**src/sv/tfsk_pkg.sv**
```systemverilog
package tfsk_pkg;

	localparam int GROUP_BYTES     = 8;
	localparam int SILENCE_SAMPLES = 24000;
	localparam int LEADER_SAMPLES  = 36000;
	localparam int TAB_MAX         = 18;
	localparam int SILENCE_W       = 15;
	// shortest pattern is 12 samples long, so it sets the widest repeat count
	localparam int LEADER_W        = $clog2(LEADER_SAMPLES / 12 + 1);

	typedef enum logic {
		OP_LOAD = 1'b0,
		OP_TICK = 1'b1
	} op_t;

	typedef enum logic [1:0] {
		PH_IDLE    = 2'd0,
		PH_SILENCE = 2'd1,
		PH_LEADER  = 2'd2,
		PH_DATA    = 2'd3
	} phase_t;

	typedef enum logic {
		REG_SPEED  = 1'b0,
		REG_INVERT = 1'b1
	} reg_idx_t;

	typedef struct packed {
		logic [1:0] speed_mode;
		logic       invert_wave;
	} cfg_t;

	typedef struct packed {
		logic       byte_dropped;
		logic       ready_for_byte;
		logic       sample_valid;
		logic [7:0] sample;
	} result_t;

	localparam logic [7:0] ZERO_TAB [4][TAB_MAX] = '{
		'{8'o226, 8'o300, 8'o342, 8'o370, 8'o377, 8'o370, 8'o342, 8'o300, 8'o226,
		  8'o152, 8'o100, 8'o036, 8'o010, 8'o001, 8'o010, 8'o036, 8'o100, 8'o152},
		'{8'o231, 8'o307, 8'o352, 8'o375, 8'o375, 8'o352, 8'o307, 8'o231, 8'o147,
		  8'o071, 8'o026, 8'o003, 8'o003, 8'o026, 8'o071, 8'o147, 8'h00, 8'h00},
		'{8'o234, 8'o317, 8'o363, 8'o377, 8'o363, 8'o317, 8'o234, 8'o144, 8'o061,
		  8'o015, 8'o001, 8'o015, 8'o061, 8'o144, 8'h00, 8'h00, 8'h00, 8'h00},
		'{8'o241, 8'o332, 8'o373, 8'o373, 8'o332, 8'o241, 8'o137, 8'o046, 8'o005,
		  8'o005, 8'o046, 8'o137, 8'h00, 8'h00, 8'h00, 8'h00, 8'h00, 8'h00}
	};

	localparam logic [7:0] ONE_TAB [4][TAB_MAX] = '{
		'{8'o226, 8'o342, 8'o377, 8'o342, 8'o226, 8'o100, 8'o010, 8'o010, 8'o100,
		  8'o226, 8'o342, 8'o377, 8'o342, 8'o226, 8'o100, 8'o010, 8'o010, 8'o100},
		'{8'o261, 8'o366, 8'o366, 8'o261, 8'o117, 8'o012, 8'o012, 8'o117, 8'o261,
		  8'o366, 8'o366, 8'o261, 8'o117, 8'o012, 8'o012, 8'o117, 8'h00, 8'h00},
		'{8'o234, 8'o363, 8'o363, 8'o234, 8'o061, 8'o001, 8'o061, 8'o234, 8'o363,
		  8'o363, 8'o234, 8'o061, 8'o001, 8'o061, 8'h00, 8'h00, 8'h00, 8'h00},
		'{8'o300, 8'o377, 8'o300, 8'o100, 8'o001, 8'o100, 8'o300, 8'o377, 8'o300,
		  8'o100, 8'o001, 8'o100, 8'h00, 8'h00, 8'h00, 8'h00, 8'h00, 8'h00}
	};

	localparam logic [4:0] TAB_LEN [4] = '{5'd18, 5'd16, 5'd14, 5'd12};

	localparam logic [LEADER_W-1:0] LEADER_REPS [4] = '{
		LEADER_W'(LEADER_SAMPLES / 18), LEADER_W'(LEADER_SAMPLES / 16),
		LEADER_W'(LEADER_SAMPLES / 14), LEADER_W'(LEADER_SAMPLES / 12)
	};

	localparam logic [7:0] HEADER_MARK [GROUP_BYTES] = '{
		8'o037, 8'o246, 8'o336, 8'o272, 8'o314, 8'o023, 8'o175, 8'o164
	};

	function automatic logic [7:0] pattern_sample(logic [1:0] speed, logic one,
			logic [4:0] pos, logic invert);
		logic [7:0] v;
		v = one ? ONE_TAB[speed][pos] : ZERO_TAB[speed][pos];
		if (invert) begin
			v = 8'(8'd0 - v);
		end
		return v;
	endfunction

endpackage

```
**src/sv/tfsk_engine.sv**
```systemverilog
module tfsk_engine (
	input  logic              clk,
	input  logic              arst_n,
	input  logic              step,
	input  logic              op,
	input  logic [7:0]        data_byte,
	input  logic              end_of_file,
	input  tfsk_pkg::cfg_t    cfg,
	output tfsk_pkg::result_t res
);
	import tfsk_pkg::*;

	logic [7:0]          store_q [GROUP_BYTES];
	logic [3:0]          fill_q;
	logic                ready_q;
	logic                final_q;
	logic                later_q;
	phase_t              phase_q;
	logic [SILENCE_W-1:0] silence_q;
	logic [LEADER_W-1:0] leader_q;
	logic [2:0]          byte_q;
	logic [3:0]          bit_q;
	logic [4:0]          spos_q;

	logic [3:0]          n_fill;
	logic                n_ready;
	logic                n_final;
	logic                n_later;
	phase_t              n_phase;
	logic [SILENCE_W-1:0] n_silence;
	logic [LEADER_W-1:0] n_leader;
	logic [2:0]          n_byte;
	logic [3:0]          n_bit;
	logic [4:0]          n_spos;
	logic                store_we;

	always_comb begin
		logic       is_header;
		logic       finish;
		logic       data_bit;
		logic [4:0] len;
		logic [7:0] cur;
		is_header = (fill_q == 4'd8);
		for (int i = 0; i < GROUP_BYTES; i++) begin
			if (store_q[i] != HEADER_MARK[i]) begin
				is_header = 1'b0;
			end
		end
		finish    = 1'b0;
		data_bit  = 1'b0;
		len       = TAB_LEN[cfg.speed_mode];
		cur       = store_q[byte_q];
		n_fill    = fill_q;
		n_ready   = ready_q;
		n_final   = final_q;
		n_later   = later_q;
		n_phase   = phase_q;
		n_silence = silence_q;
		n_leader  = leader_q;
		n_byte    = byte_q;
		n_bit     = bit_q;
		n_spos    = spos_q;
		store_we  = 1'b0;
		res.sample         = 8'd128;
		res.sample_valid   = 1'b0;
		res.byte_dropped   = 1'b0;
		res.ready_for_byte = 1'b0;

		if (op == OP_LOAD) begin
			if (ready_q || fill_q >= 4'd8) begin
				res.byte_dropped = 1'b1;
			end else begin
				store_we = 1'b1;
				n_fill   = fill_q + 4'd1;
				if (n_fill >= 4'd8 || end_of_file) begin
					n_ready = 1'b1;
					n_final = end_of_file;
				end
			end
		end else begin
			// open a waiting group
			if (phase_q == PH_IDLE && ready_q) begin
				if (is_header) begin
					if (later_q && SILENCE_SAMPLES > 0) begin
						n_phase   = PH_SILENCE;
						n_silence = SILENCE_W'(SILENCE_SAMPLES);
					end else begin
						n_spos = 5'd0;
						if (LEADER_REPS[cfg.speed_mode] == '0) begin
							finish = 1'b1;
						end else begin
							n_phase  = PH_LEADER;
							n_leader = LEADER_REPS[cfg.speed_mode];
						end
					end
				end else begin
					n_phase = PH_DATA;
					n_byte  = 3'd0;
					n_bit   = 4'd0;
					n_spos  = 5'd0;
				end
			end

			if (!finish) begin
				case (n_phase)
					PH_SILENCE: begin
						res.sample_valid = 1'b1;
						if (n_silence != '0) begin
							n_silence = n_silence - SILENCE_W'(1);
						end
						if (n_silence == '0) begin
							n_spos = 5'd0;
							if (LEADER_REPS[cfg.speed_mode] == '0) begin
								finish = 1'b1;
							end else begin
								n_phase  = PH_LEADER;
								n_leader = LEADER_REPS[cfg.speed_mode];
							end
						end
					end
					PH_LEADER: begin
						if (n_spos >= len) begin
							n_spos = 5'd0;
						end
						res.sample = pattern_sample(cfg.speed_mode, 1'b1, n_spos,
							cfg.invert_wave);
						res.sample_valid = 1'b1;
						n_spos = n_spos + 5'd1;
						if (n_spos >= len) begin
							n_spos = 5'd0;
							if (n_leader != '0) begin
								n_leader = n_leader - LEADER_W'(1);
							end
							if (n_leader == '0) begin
								finish = 1'b1;
							end
						end
					end
					PH_DATA: begin
						// start bit, eight data bits LSB first, stop bit
						if (n_bit == 4'd0) begin
							data_bit = 1'b0;
						end else if (n_bit >= 4'd9) begin
							data_bit = 1'b1;
						end else begin
							data_bit = cur[3'(n_bit - 4'd1)];
						end
						if (n_spos >= len) begin
							n_spos = 5'd0;
						end
						res.sample = pattern_sample(cfg.speed_mode, data_bit, n_spos,
							cfg.invert_wave);
						res.sample_valid = 1'b1;
						n_spos = n_spos + 5'd1;
						if (n_spos >= len) begin
							n_spos = 5'd0;
							n_bit  = n_bit + 4'd1;
							if (n_bit > 4'd9) begin
								n_bit = 4'd0;
								if ({1'b0, n_byte} + 4'd1 >= n_fill) begin
									finish = 1'b1;
								end else begin
									n_byte = n_byte + 3'd1;
								end
							end
						end
					end
					default: begin
					end
				endcase
			end

			if (finish) begin
				n_later   = ~final_q;
				n_ready   = 1'b0;
				n_final   = 1'b0;
				n_fill    = 4'd0;
				n_phase   = PH_IDLE;
				n_spos    = 5'd0;
				n_byte    = 3'd0;
				n_bit     = 4'd0;
				n_silence = '0;
				n_leader  = '0;
			end
		end
		res.ready_for_byte = ~n_ready;
	end

	always_ff @(posedge clk or negedge arst_n) begin
		if (!arst_n) begin
			fill_q    <= 4'd0;
			ready_q   <= 1'b0;
			final_q   <= 1'b0;
			later_q   <= 1'b0;
			phase_q   <= PH_IDLE;
			silence_q <= '0;
			leader_q  <= '0;
			byte_q    <= 3'd0;
			bit_q     <= 4'd0;
			spos_q    <= 5'd0;
		end else if (step) begin
			fill_q    <= n_fill;
			ready_q   <= n_ready;
			final_q   <= n_final;
			later_q   <= n_later;
			phase_q   <= n_phase;
			silence_q <= n_silence;
			leader_q  <= n_leader;
			byte_q    <= n_byte;
			bit_q     <= n_bit;
			spos_q    <= n_spos;
		end
	end

	always_ff @(posedge clk) begin
		if (step && store_we) begin
			store_q[fill_q[2:0]] <= data_byte;
		end
	end

endmodule

```
**src/sv/tape_fsk_sample_generator_unit.sv**
```systemverilog
// channel | direction | beat contents
// s_axis  | in        | tdata: data_byte; tuser: op; tlast: end_of_file
// m_axis  | out       | tdata: sample, ready_for_byte, byte_dropped; tuser: sample_valid
// cfg     | in        | cfg_index selects speed_mode (0) or invert_wave (1)
//
// One beat in and one beat out per cycle while m_axis is not stalled: a beat lands in
// the input register, the engine handles it there and the result register holds the result.
// The input takes a beat each cycle while m_axis drains.
// Reset clears the group store fill, play state and both config registers.
// A stall on m_axis holds the result and back-pressures through the input register.
module tape_fsk_sample_generator_unit (
	input  logic        clk,
	input  logic        arst_n,
	input  logic        s_axis_tvalid,
	output logic        s_axis_tready,
	input  logic [7:0]  s_axis_tdata,  // [7:0] data_byte
	input  logic        s_axis_tuser,  // [0] op
	input  logic        s_axis_tlast,
	output logic        m_axis_tvalid,
	input  logic        m_axis_tready,
	output logic [15:0] m_axis_tdata,  // [7:0] sample, [8] ready_for_byte, [9] byte_dropped
	output logic        m_axis_tuser,  // [0] sample_valid
	input  logic        cfg_valid,
	output logic        cfg_ready,
	input  logic        cfg_index,
	input  logic [1:0]  cfg_data
);
	import tfsk_pkg::*;

	logic       valid_s1;
	logic       op_s1;
	logic [7:0] byte_s1;
	logic       eof_s1;
	logic       advance;
	cfg_t       cfg_q;
	result_t    res;
	result_t    res_q;
	logic       out_valid_q;

	assign advance       = valid_s1 && (!out_valid_q || m_axis_tready);
	assign s_axis_tready = !valid_s1 || advance;
	assign cfg_ready     = 1'b1;

	always_ff @(posedge clk or negedge arst_n) begin
		if (!arst_n) begin
			cfg_q <= '0;
		end else if (cfg_valid) begin
			case (cfg_index)
				REG_SPEED:  cfg_q.speed_mode  <= cfg_data;
				REG_INVERT: cfg_q.invert_wave <= cfg_data[0];
				default: begin
				end
			endcase
		end
	end

	always_ff @(posedge clk or negedge arst_n) begin
		if (!arst_n) begin
			valid_s1 <= 1'b0;
		end else if (s_axis_tready) begin
			valid_s1 <= s_axis_tvalid;
		end
	end

	always_ff @(posedge clk) begin
		if (s_axis_tready && s_axis_tvalid) begin
			op_s1   <= s_axis_tuser;
			byte_s1 <= s_axis_tdata;
			eof_s1  <= s_axis_tlast;
		end
	end

	tfsk_engine u_engine (
		.clk         (clk),
		.arst_n      (arst_n),
		.step        (advance),
		.op          (op_s1),
		.data_byte   (byte_s1),
		.end_of_file (eof_s1),
		.cfg         (cfg_q),
		.res         (res)
	);

	always_ff @(posedge clk or negedge arst_n) begin
		if (!arst_n) begin
			out_valid_q <= 1'b0;
		end else if (advance) begin
			out_valid_q <= 1'b1;
		end else if (m_axis_tready) begin
			out_valid_q <= 1'b0;
		end
	end

	always_ff @(posedge clk) begin
		if (advance) begin
			res_q <= res;
		end
	end

	assign m_axis_tvalid = out_valid_q;
	assign m_axis_tdata  = {6'd0, res_q.byte_dropped, res_q.ready_for_byte, res_q.sample};
	assign m_axis_tuser  = res_q.sample_valid;

endmodule
```
**config.mk**
```make
export PLATFORM = sky130hd
export DESIGN_NAME = tape_fsk_sample_generator_unit
export DESIGN_NICKNAME = d
export VERILOG_FILES = /design/src/sv/tfsk_pkg.sv /design/src/sv/tfsk_engine.sv /design/src/sv/tape_fsk_sample_generator_unit.sv
export SDC_FILE = /design/constraint.sdc
export NUM_CORES = 1
export LEC_CHECK = 0
export ABC_CLOCK_PERIOD_IN_PS = 7160
export BUFFER_PORTS_ARGS = -buffer_cell sky130_fd_sc_hd__buf_4
export CAP_MARGIN = 20
export CELL_PAD_IN_SITES_DETAIL_PLACEMENT = 0
export CELL_PAD_IN_SITES_GLOBAL_PLACEMENT = 2
export CORE_UTILIZATION = 40
export DETAILED_ROUTE_END_ITERATION = 8
export PLACE_DENSITY_LB_ADDON = 0.1
export REMOVE_ABC_BUFFERS = 1
export SYNTH_ARGS = -nofsm -noshare
export SYNTH_HDL_FRONTEND = slang
export SYNTH_SLANG_ARGS = --single-unit
```
**constraint.sdc**
```tcl
create_clock -name clk -period 7.16 [get_ports clk]
set_clock_uncertainty 0.05 [all_clocks]
set_input_delay 0.358 -clock clk [delete_from_list [all_inputs] [get_ports clk]]
set_output_delay 0.358 -clock clk [all_outputs]
set_load 0.02 [all_outputs]
```
### Word level (Yosys, flattened, before mapping)

Memory sizes are Yosys's and may differ from the RTL's.
Cells that the tools add are included.

* $add $sub $neg: 11
* $lt $le $gt $ge: 12
* equality and inequality tests: 14
* mux-type cells: 144
* bitwise logic cells: 7
* reductions and logical operators: 27

Operators with widths (count)
* $bmux 144 s2: 2
* $mux 144: 4
* $mux 12: 17
* $mux 15: 11
* $bmux 8 s5: 3
* $mux 5: 18
* $mux 8: 9
* $mux 4: 11
* $mux 1: 43
* $ne 8x8->1 const B: 4
* $mux 3: 9
* $bmux 12 s2: 1
* $logic_not 12->1: 2
* $pmux 12 s2: 1
* $mux 2: 10
* $ne 8x5->1 const B: 2
* $ne 8x7->1 const B: 2
* $pmux 8 s2: 1
* $sub 1x8->8 const A: 2
* $ge 5x5->1: 3
* $logic_not 15->1: 1
* $pmux 5 s3: 1
* $reduce_bool 15->1: 1
* $sub 15x1->15 const B: 1
* other kinds (35): 56

* register bits after elaboration: 74
* bits in writable memories: 64
* input bits: 18
* output and inout bits: 20
* logic and storage cells: 237
* memories kept: 1

Memory list
* u_engine.store_q: depth 8, bits a word 8, rd ports 9, clocked after memory_dff 0, write ports 1, RTL line tfsk_engine.sv:13 `logic [7:0] store_q [GROUP_BYTES];`

### Logic depth before layout (Yosys ltp)

Gate-level depths: netlist (run 1).
An unclocked memory read counts as a cell.

* depth in word-level cells: 33
* depth in mapped cells: 30
* mapped depth without buffers: 25

### Cells and area by module

A second synthesis (run 1) with hierarchy kept.

* cells, all modules: 1311
* area, all modules: 11285.8 um^2

By module, submodules not included
* tfsk_engine: times used 1, cells an instance 1265, area each 10376.2 um^2, seq. area each 3123.0 um^2
* tape_fsk_sample_generator_unit: times used 1, cells an instance 46, area each 909.6 um^2, seq. area each 755.7 um^2

### Least setup slack after synthesis (run 1)

Ideal clock, no wire load.

* path type: register to register
* start point: mem u_engine.store_q[5][3]
* end point: reg u_engine.leader_q[2]
* library setup time: 0.126 ns
* arrival time: 5.776 ns
* path slack: 1.208 ns
* stages on the path, launching flop included: 23
* clock period less this slack: 5.952 ns
* cell sequence: edfxtp_1 -> or4b_4 -> nor4_4 -> and4_1 -> a31oi_4 -> buf_2 -> clkbuf_1 -> nor2_1 -> ha_1 -> nor2b_1 -> o31ai_1 -> nand2_1 -> nor2_1 -> nand2_1 -> clkbuf_1 -> xnor2_1 -> ha_1 -> a2111oi_2 -> nor3_2 -> and3_1 -> a21oi_1 -> o22ai_1 -> a221o_1

RTL lines
* from (decl): RTL line tfsk_engine.sv:13
* to (signal assigned): RTL line tfsk_engine.sv:208 `leader_q <= n_leader;`
* to (decl): RTL line tfsk_engine.sv:20 `logic [LEADER_W-1:0] leader_q;`

### Worst setup path after layout (run 1)

* start point: reg u_engine.fill_q[1]
* end point: reg u_engine.leader_q[2]

* word-level cells in the longest chain between the ends: 25
* elaborated cells on any way between the ends: 79

RTL lines
* from (decl): RTL line tfsk_engine.sv:14 `logic [3:0] fill_q;`
* from (signal assigned): RTL line tfsk_engine.sv:202 `fill_q <= n_fill;`
* parallel branches: the longest is 24 deep, another holds $mux 5
* $mux 12 (*): RTL line tfsk_engine.sv:173 `if (finish) begin`

Every way passes the cells marked *. The select of a mux whose other input is x is not followed.
A chain may end at the register's enable or synchronous reset.

==> reports/results.txt, run 1 <==
Top cell family by delay on the critical path - simple AND/OR/NAND/NOR gates
Sequential area share after synthesis - 35.9%
Synth top area cells - edfxtp_1, dfrtp_1, ha_1
Die H - 166 um
Critical path class - reg -> reg
Initial DRT Pass Iterations - 8
# DRC - 0
CP required - 7.43 ns
Most used DFF post-synth - edfxtp_1
Placed Cells - 1536
First-pass GRT wire length - 58200 um
CTS Buffer Depth - 2
Vias in the first global route - 9705
Post-Route WL - 37100 um
Clk_lat worst skew - 0.45 ns
CP Cell Sequence - inv_1 > ha_1 > nand4bb_1 > nor4_1 > nand2_1 > o31a_1 > ha_1 > nand4_1 > nor2_1 > nor2_1 > nand2_1 > nor2_1 > nand3_1 > xnor2_1 > ha_1 > a2111oi_2 > nor3_2 > and3_1 > a21oi_1 > o22ai_1 > a221o_1
Critical Path Max Stage Delay - 0.74 ns
Non-Filler Instances - 1570
IO Pins - 38
Crit end category - register
Min Clock Period, post-route - 6.51 ns
Post-Syn Area per Cell - 8.91 sq um
Worst R2R End - u_engine.leader_q[2]
CTS tree - yes
Synth-to-layout area growth - 11.4%
Initial antenna violation count - 0
Worst slew pin tran - 0.941 ns
Nets@finish - 1283
H-tree levels - 4
Initial Util - 41.1%
Gr usage total - 27.1%
Via density - 6.36
Hold Path Depth - 1
Endpoints failing setup - 0
Clock transition at path regs - 0.08 ns
Max-slew headroom - 37.2%
Chip Width - 166 um
Max-Cap Viols - 0
CP max stage cell - a2111oi_2
CP Launch Type - register
RSZ-0062 raised after global routing - false
P_leak - 4.49 nW
Synth Register Bits - 138
Final worst path period share - 90.9%
Synth top area share - 23.6%
TritonCTS sink count - 138
Post-synth top cells - nand2_1, nor2_1, a21oi_1
Yosys warnings - 0
Num CTS Buffers - 17
DIE AREA - 27700 sq um
Wire per inst - 23.6 um
Hold EP - byte_s1[2]
GPL Wtd Cong - 0.981
Final-report hold violation count - 0
Largest net degree at the start of global routing - 54
Status - finished, final reports clean
Reg2reg setup slack - 0.65 ns
Max frequency - 154 MHz
Fillers - 2517
# rows - 59
Critical path launch point - u_engine.fill_q[1]
DR vias - 9992
Critical path peak fanout - 9
HPWL Detailed - 26100 um
R2R Path Start - u_engine.fill_q[1]
R2R cell count - 21
Fin util - 45.8%
Mapped Area - 10800 sq um
Clock root cell - clkbuf_16
DR iter-0 viols - 1166
Synth area leader - edfxtp_1
Layout cells sized above 1 - 13.4%
Post-synth EDFFs - 85
FFs w/ async S/R, synth - 38.4%
N_diodes - 0
Max Transition Viols Final - 0
Arrival time worst endpoint - 6.78 ns
Multi-input combinational cell area - 6340 sq um
Yosys cell types - 94
Cells after synthesis - 1212
Critical path buffers and inverters - 1
Remaining antenna violation count - 0
Count leader, synth - nand2_1
Setup tns final - 0 ns
Grt total ovfl - 0
Worst VDD drop - 0.177 mV
Hold crit path type - in -> reg
FF/Latch Area - 3880 sq um
PortBufs - 30
Cell Pwr Density - 402 nW/um^2
Core area - 26300 sq um
Hold Crit Start - s_axis_tdata[2]
[per-stage QoR]
step	hold slack, ns	setup WS, ns	total power [mW]	instance area, sq um
finish	0.0337	0.648	4.84	12000
global route	0.0221	0.131	5.15	12000
CTS	0.0232	0.766	4.80	12000
detailed placement	0.423	0.807	3.86	11400
global placement	0.424	0.615	3.91	11400
floorplan	0.0124	0.915	2.98	10400
[per-layer routing]
metal | global-route usage (%) | wire length [um] | vias up
li1 | - | - | 4609
met5 | 0 | 0 | -
met1 | 37.4 | 16500 | 4838
met4 | 11.6 | 1480 | 0
met2 | 42.0 | 16800 | 430
met3 | 4.41 | 2370 | 115
[cell type report]
| type | instances | share of cell area [%] |
|---|---|---|
| Clock buffer | 17 | 3.53 |
| Tap cell | 335 | 3.48 |
| Inverter | 48 | 1.50 |
| Timing Repair Buffer | 76 | 4.93 |
| Clock inverter | 15 | 1.61 |
| Multi-Input combinational cell | 941 | 52.7 |
| Sequential cell | 138 | 32.2 |
[registers in the layout (all words and copies together), names as in the netlist, 3 cells and up]
name and cells:
m_axis_tdata 10, u_engine.leader_q 12, cfg_q 3, u_engine.fill_q 4
u_engine.byte_q 3, u_engine.bit_q 4, u_engine.store_q 64, byte_s1 8
u_engine.spos_q 5, u_engine.silence_q 15
[cells in the final DEF (no fill, tap or decap), types with 9 or more instances in the layout]
cell       Yosys  final
buf_4         12     74
a22oi_1       11     11
xor2_1         9      9
clkbuf_16      0     17
nor2_1       110    109
nand2b_1      16     16
mux4_2        16     16
and2_1         9      9
nor3_1        36     35
ha_1          43     43
o31ai_1       23     23
inv_1         41     41
nor4_1        13     13
nand2_1      131    131
o211ai_1      11     11
o21ai_0       58     58
xnor2_1       28     28
o22ai_1       23     23
a21o_1        10     10
dfrtp_1       53     53
a31oi_1       16     16
edfxtp_1      85     85
nand4_1       14     14
a211oi_1      19     19
nand3_1       47     47
mux2i_1       21     21
a21oi_1       91     91
or3_1          9      9
[cells by family after synthesis]
| logic type | Yosys count | share of synthesized area, % |
|---|---|---|
| other | 2 | 0.0695 |
| XOR/XNOR | 37 | 3.00 |
| multiplexers | 43 | 5.98 |
| buffers and inverters | 138 | 5.59 |
| AND/OR/NAND/NOR | 442 | 20.6 |
| AO/OA/AOI/OAI | 369 | 23.8 |
| flip-flops | 138 | 35.9 |
| adder cells (fa/ha/maj) | 43 | 4.98 |
[timing repair]
action	in CTS	in global routing
buffers inserted	0	0
hold buffers	1	0
resized for setup	0	0
hold endpoints to repair	53	0
[worst max path at each step]
stage / cells after the start / endpoint
after floorplan: 20 / u_engine.silence_q[9]
after global placement: 20 / m_axis_tdata[7]
after detailed placement: 20 / u_engine.silence_q[9]
after CTS: 21 / u_engine.leader_q[2]
after global routing: 22 / u_engine.silence_q[9]
final: 21 / u_engine.leader_q[2]
[report_power, final]
| part | internal (mW) | switching (mW) | total, mW |
|---|---|---|---|
| clock network | 0.478 | 0.445 | 0.923 |
| registers | 0.977 | 0.167 | 1.14 |
| logic | 0.977 | 1.80 | 2.77 |
Power figures use the tool's default switching activity.
==> run 2: changes to the inputs <==
--- a/config.mk
+++ b/config.mk
@@ -10,9 +10,10 @@
 export CAP_MARGIN = 20
 export CELL_PAD_IN_SITES_DETAIL_PLACEMENT = 0
 export CELL_PAD_IN_SITES_GLOBAL_PLACEMENT = 2
+export CORE_MARGIN = 2
 export CORE_UTILIZATION = 40
 export DETAILED_ROUTE_END_ITERATION = 8
-export PLACE_DENSITY_LB_ADDON = 0.1
+export PLACE_DENSITY = 0.91
 export REMOVE_ABC_BUFFERS = 1
 export SYNTH_ARGS = -nofsm -noshare
 export SYNTH_HDL_FRONTEND = slang
==> constraint.sdc (replaced) <==
create_clock -name clk -period 7.16 [get_ports clk]
set_clock_uncertainty 0.05 [all_clocks]
set_input_delay 0 -clock clk [delete_from_list [all_inputs] [get_ports clk]]
set_output_delay 0 -clock clk [all_outputs]
set_load 0.02 [all_outputs]
==> run 2 against run 1 <==
Final cell count is 1.6% higher. Largest cell class unchanged. Worst hold slack better by 0.10 ns. Critical path depth shrank 2. Combinational power barely moved. Fmax up 0.55%. Clock power down 2%.
==> reports/results.txt, run 2 (synthesis results as in run 1) <==
Status - finished, final reports clean
Nets@finish - 1302 (+1.5%)
R2R Path Start - u_engine.store_q[7][3]
Post-DP Area - 11400 sq um (about the same)
Reg2reg setup slack - 0.68 ns (+0.04 ns)
Critical path peak fanout - 19 (+10)
DR vias - 10300 (+2.7%)
Initial DRT Pass Iterations - 6 (-2)
PortBufs - 30 (unchanged)
Final worst path period share - 90.4% (-0.50 points)
H-tree levels - 4 (unchanged)
GPL Wtd Cong - 0.994 (+1.3%)
TritonCTS sink count - 138 (unchanged)
Final setup margin - 0.684 ns (+0.0357 ns)
Core area - 26700 sq um (+1.7%)
Critical path class - reg -> reg
IO Pins - 38 (unchanged)
Wire per inst - 23.0 um (-2.4%)
Worst VDD drop - 0.223 mV (+26%)
Max frequency - 154 MHz (+0.55%)
Hold crit path type - in -> async
N_diodes - 0 (unchanged)
Clock root cell - clkbuf_16
Max-Cap Viols - 0 (unchanged)
Setup tns final - 0 ns (unchanged)
Setup WS pre-CTS - 0.921 ns (+0.114 ns)
CP Launch Type - register
RSZ-0062 raised after global routing - false
Largest net degree at the start of global routing - 54 (unchanged)
Die H - 168 um (+1.2%)
Design Area, Final - 12200 sq um (+1.6%)
Initial Util - 40.4% (-0.69 points)
Synth-to-layout area growth - 13.2%
Max Transition Viols Final - 0 (unchanged)
# rows - 60 (+1.7%)
Initial antenna violation count - 0 (unchanged)
Sw frac - 49.6% (-0.12 points)
Max reg flops - 64 (unchanged)
Power Internal - 2.43 mW (about the same)
Clock share of power - 18.7% (-0.4 points)
Chip Width - 168 um (+1.2%)
Switching power total - 2.40 mW (-0.44%)
Vias in the first global route - 9881 (+1.8%)
Worst slew pin tran - 0.944 ns (+0.00324 ns)
Via density - 6.44 (+1.1%)
Clock transition at path regs - 0.07 ns (about the same)
Num CTS Buffers - 17 (unchanged)
Worst R2R End - m_axis_tdata[7]
Reg power frac - 23.9% (+0.3 points)
Crit end category - register
Fillers - 2577 (+2.4%)
Fin util - 45.7% (-0.052 points)
Hold Worst Slack - 0.137 ns (+0.103 ns)
Clk_lat worst skew - 0.43 ns (-0.02 ns)
Post-Route WL - 36800 um (-0.83%)
DR iter-0 viols - 1264 (+8.4%)
CTS Buffer Depth - 2 (unchanged)
First-pass GRT wire length - 57900 um (-0.40%)
HPWL Detailed - 25500 um (-2.3%)
DIE AREA - 28300 sq um (+2.4%)
CP required - 7.27 ns (-0.16 ns)
CTS tree - yes
Remaining antenna violation count - 0 (unchanged)
Grt total ovfl - 0 (unchanged)
Endpoints failing setup - 0 (unchanged)
Final-report hold violation count - 0 (unchanged)
Most frequent cells in the layout - nand2_1, nor2_1, a21oi_1, edfxtp_1, buf_4
P_leak - 4.55 nW (+1.4%)
Commonest non-fill, non-tap cell in the layout - nand2_1
Max-slew headroom - 36.4% (-0.76 points)
Min Clock Period, post-route - 6.48 ns (-0.0357 ns)
Arrival time worst endpoint - 6.59 ns (-0.19 ns)
Gr usage total - 26.1% (-0.93 points)
R2R cell count - 19 (-9.5%)
Logic pwr share - 57.4% (about the same)
Layout cells sized above 1 - 13.1% (-0.36 points)
# DRC - 0 (unchanged)
Cell Pwr Density - 395 nW/um^2 (-1.7%)
## run 2: cell types whose count changed in the layout (fill, tap and decap cells not counted), sizes merged
cell,previous run,this run
dlygate4sd3,1,22
clkinv,10,6
clkinvlp,0,2
inv,53,55
buf,75,73
## run 2: timing repair
action                                 in CTS  in global routing
hold buffers                               22                  0
gates resized for setup                     0                  0
endpoints found under the hold margin      68                  0
setup buffers                               0                  0
## run 2: worst max-delay path: stages (launching register included)
cell	delay [ns]
edfxtp_1	0.41
or4b_1	0.54
nor4_2	0.42
nand4_4	0.24
o31a_1	0.49
ha_1	0.34
nand4_1	0.09
buf_4	0.19
nor2_1	0.15
nor2_1	0.54
nand2_1	0.27
nor2_1	0.22
buf_4	0.30
nor2_1	0.12
a2111oi_0	0.51
a311o_1	0.40
nand3_1	0.19
a41o_1	0.28
a2111oi_2	0.28
o311ai_1	0.14
## run 2: final cells by class
cell class	count	area [sq um]	area share, %
Clock buffer	17	425	3.48
Sequential cell	138	3880	31.7
Tap cell	341	427	3.49
Inverter	48	180	1.47
Multi-Input combinational cell	941	6340	51.9
Clock inverter	15	169	1.38
Timing Repair Buffer	95	801	6.55
## run 2: power groups by stage
stage / clock network (mW) / registers, mW / logic (mW)
floorplan: 0 / 1.16 / 1.82
global placement: 0 / 1.16 / 2.71
detailed placement: 0 / 1.16 / 2.68
CTS: 0.915 / 1.15 / 2.71
global route: 0.947 / 1.17 / 3.03
finish: 0.904 / 1.15 / 2.77
## run 2: per-stage QoR
stage | power [mW] | cells
3_5_place_dp | 3.84 | 1540
2_1_floorplan | 2.98 | 1127
3_3_place_gp | 3.88 | 1540
4_1_cts | 4.77 | 1594
6_report | 4.83 | 1595
5_1_grt | 5.14 | 1595
## run 2: layer usage
| metal | vias up | share of wire [%] | track usage, % |
|---|---|---|---|
| met4 | 0 | 3.0 | 9.22 |
| met5 | - | 0 | 0 |
| met3 | 100 | 9.7 | 5.88 |
| met2 | 567 | 43 | 39.0 |
| met1 | 4928 | 44 | 37.3 |
| li1 | 4671 | - | - |
## run 2: how the worst max path moves through the flow
stage | to | cells after the start | start | slack (ns)
6_report | m_axis_tdata[7] | 19 | u_engine.store_q[7][3] | 0.68
5_1_grt | m_axis_tdata[7] | 21 | u_engine.fill_q[1] | 0.43
4_1_cts | m_axis_tdata[7] | 19 | u_engine.store_q[7][3] | 0.79
3_5_place_dp | m_axis_tdata[7] | 19 | u_engine.store_q[7][0] | 0.92
3_3_place_gp | m_axis_tdata[4] | 23 | u_engine.fill_q[1] | 0.79
2_1_floorplan | u_engine.silence_q[9] | 20 | u_engine.store_q[5][3] | 0.92
==> run 3: changes to the inputs <==
--- a/config.mk
+++ b/config.mk
@@ -10,7 +10,7 @@
 export CAP_MARGIN = 20
 export CELL_PAD_IN_SITES_DETAIL_PLACEMENT = 0
 export CELL_PAD_IN_SITES_GLOBAL_PLACEMENT = 2
-export CORE_MARGIN = 2
+export CORE_MARGIN = 10
 export CORE_UTILIZATION = 40
 export DETAILED_ROUTE_END_ITERATION = 8
 export PLACE_DENSITY = 0.91
==> constraint.sdc (replaced) <==
create_clock -name clk -period 7.16 [get_ports clk]
set_clock_uncertainty 0.05 [all_clocks]
set_input_delay 0 -clock clk [delete_from_list [all_inputs] [get_ports clk]]
set_output_delay 0 -clock clk [all_outputs]
set_load 0.05 [all_outputs]
==> run 3 against run 2 <==
Wire length is 0.46% lower. Sequential share of layout area rose by 0.15 points. Flip-flop and latch count unchanged. Fmax up 2.9%. Critical path type unchanged.
==> reports/results.txt, run 3 (synthesis results as in run 1) <==
CP max stage cell - or4b_4
Final-report hold violation count - 0 (unchanged)
Status - finished, final reports clean
Post-CTS Hold Buffers - 22 (unchanged)
RSZ-0062 raised after global routing - false
Worst slew pin tran - 0.937 ns (-0.00721 ns)
Non-Filler Instances - 1590 (-0.31%)
Max-slew headroom - 37.1% (+0.67 points)
Switching power total - 2.41 mW (+0.63%)
Arrival time worst endpoint - 6.57 ns (-0.02 ns)
DR iter-0 viols - 1529 (+21%)
IO Pins - 38 (unchanged)
Post-DP Area - 11300 sq um (-0.35%)
Crit end category - register
Num CTS Buffers - 17 (unchanged)
Power Internal - 2.45 mW (+0.81%)
Max frequency - 159 MHz (+2.9%)
Synth-to-layout area growth - 12.7%
Wire per inst - 23.0 um (-0.14%)
P_leak - 4.52 nW (-0.59%)
R2R cell count - 21 (+2)
Nets@finish - 1297 (-0.38%)
Max-Cap Viols - 0 (unchanged)
DIE AREA - 34000 sq um (+20%)
Most used cell, CP - nor2_1
Sw frac - 49.6% (about the same)
# rows - 60 (unchanged)
H-tree levels - 4 (unchanged)
Critical Path Max Stage Delay - 0.57 ns (+0.03 ns)
Logic pwr share - 58.1% (+0.7 points)
N_diodes - 0 (unchanged)
Core area - 26700 sq um (unchanged)
Critical path class - reg -> reg
Initial DRT Pass Iterations - 5 (-1)
Layout cells sized above 1 - 12.6% (-0.51 points)
Commonest non-fill, non-tap cell in the layout - nand2_1
Cell Pwr Density - 400 nW/um^2 (+1.2%)
# DRC - 0 (unchanged)
DR vias - 10200 (-0.48%)
Top cell family by delay on the critical path - simple AND/OR/NAND/NOR gates
Worst VDD drop - 0.292 mV (+31%)
GPL Wtd Cong - 0.989 (-0.46%)
Setup tns final - 0 ns (unchanged)
Via density - 6.43 (-0.16%)
Clock share of power - 18.4% (-0.3 points)
Max Transition Viols Final - 0 (unchanged)
Clock transition at path regs - 0.07 ns (about the same)
First-pass GRT wire length - 57900 um (unchanged)
Placed Cells - 1535 (-0.32%)
Grt total ovfl - 0 (unchanged)
CP required - 7.43 ns (+0.16 ns)
Fillers - 2593 (+0.62%)
Design Area, Final - 12200 sq um (-0.46%)
Critical Path Stages - 21 (+2)
Remaining antenna violation count - 0 (unchanged)
Gr usage total - 21.4% (-4.7 points)
Post-CTS sizing - 0 (unchanged)
Initial antenna violation count - 0 (unchanged)
Clock root cell - clkbuf_16
Initial Util - 40.4% (unchanged)
Final worst path period share - 87.9% (-2.5 points)
Reg power frac - 23.5% (-0.4 points)
Clk_lat worst skew - 0.42 ns (about the same)
HPWL Detailed - 25400 um (-0.17%)
Chip Width - 184 um (+9.5%)
Post-Route WL - 36600 um (-0.46%)
CTS tree - yes
Most frequent cells in the layout - nand2_1, nor2_1, a21oi_1, edfxtp_1, buf_4
CP Cell Sequence - or4b_4 > nor4_4 > and4_1 > a31oi_4 > buf_4 > nor2_1 > ha_1 > nand4_1 > nor2_1 > nor2_1 > nand2_1 > nor2_1 > nand3_1 > xnor2_1 > ha_1 > o21a_1 > nor2_1 > nor2_1 > a211oi_1 > a21oi_1 > o31ai_1
Critical path peak fanout - 23 (+4)
Max reg flops - 64 (unchanged)
Total power - 4.87 mW (+0.72%)
CP Launch Type - register
Endpoints failing setup - 0 (unchanged)
Min Clock Period, post-route - 6.30 ns (-0.181 ns)
Vias in the first global route - 9982 (+1.0%)
Post-CTS setup buffer count - 0 (unchanged)
Hold crit path type - in -> async
Critical path launch point - u_engine.store_q[5][3]
CTS Buffer Depth - 2 (unchanged)
PortBufs - 30 (unchanged)
Die H - 184 um (+9.5%)
Hold Worst Slack - 0.155 ns (+0.0183 ns)
TritonCTS sink count - 138 (unchanged)
Critical path buffers and inverters - 1 (-1)
R2R Path Start - u_engine.store_q[5][3]
Largest net degree at the start of global routing - 54 (unchanged)
## run 3: final timing paths
kind	endpoint	slack (ns)
worst max-delay path	u_engine.spos_q[1]	0.86
worst min-delay path	u_engine.leader_q[8]	0.16
worst max register to register	u_engine.spos_q[1]	0.86
worst min register to register	m_axis_tvalid	0.47
max in group asynchronous	m_axis_tvalid	6.39
min in group clk	byte_s1[4]	0.25
## run 3: final cells by class
class,instances,area (sq um),area share (%)
clock inverters,14,149,1.22
well taps,341,427,3.51
clock buffers,18,429,3.53
flip-flops and latches,138,3880,31.9
repair buffers,90,763,6.27
inverters,48,180,1.48
multi-input cells,941,6340,52.1
## run 3: routing by layer
layer	part of all wire, %	vias up	track usage (%)
li1	-	4642	-
met1	45	4973	29.8
met2	44	525	32.0
met3	8.7	77	4.75
met4	2.6	0	7.11
met5	0	-	0
## run 3: per-stage QoR
step	worst slack, ns	util (%)
after floorplan	0.915	-
after global placement	0.962	42.4
after detailed placement	0.990	42.4
after CTS	0.942	45.4
after global routing	0.273	45.5
final	0.865	45.5
## run 3: power by group through the flow
stage | combinational (mW) | clock [mW] | sequential, mW
CTS | 2.76 | 0.905 | 1.14
detailed placement | 2.74 | 0 | 1.15
floorplan | 1.82 | 0 | 1.21
finish | 2.83 | 0.896 | 1.15
global placement | 2.77 | 0 | 1.16
global route | 3.08 | 0.940 | 1.17
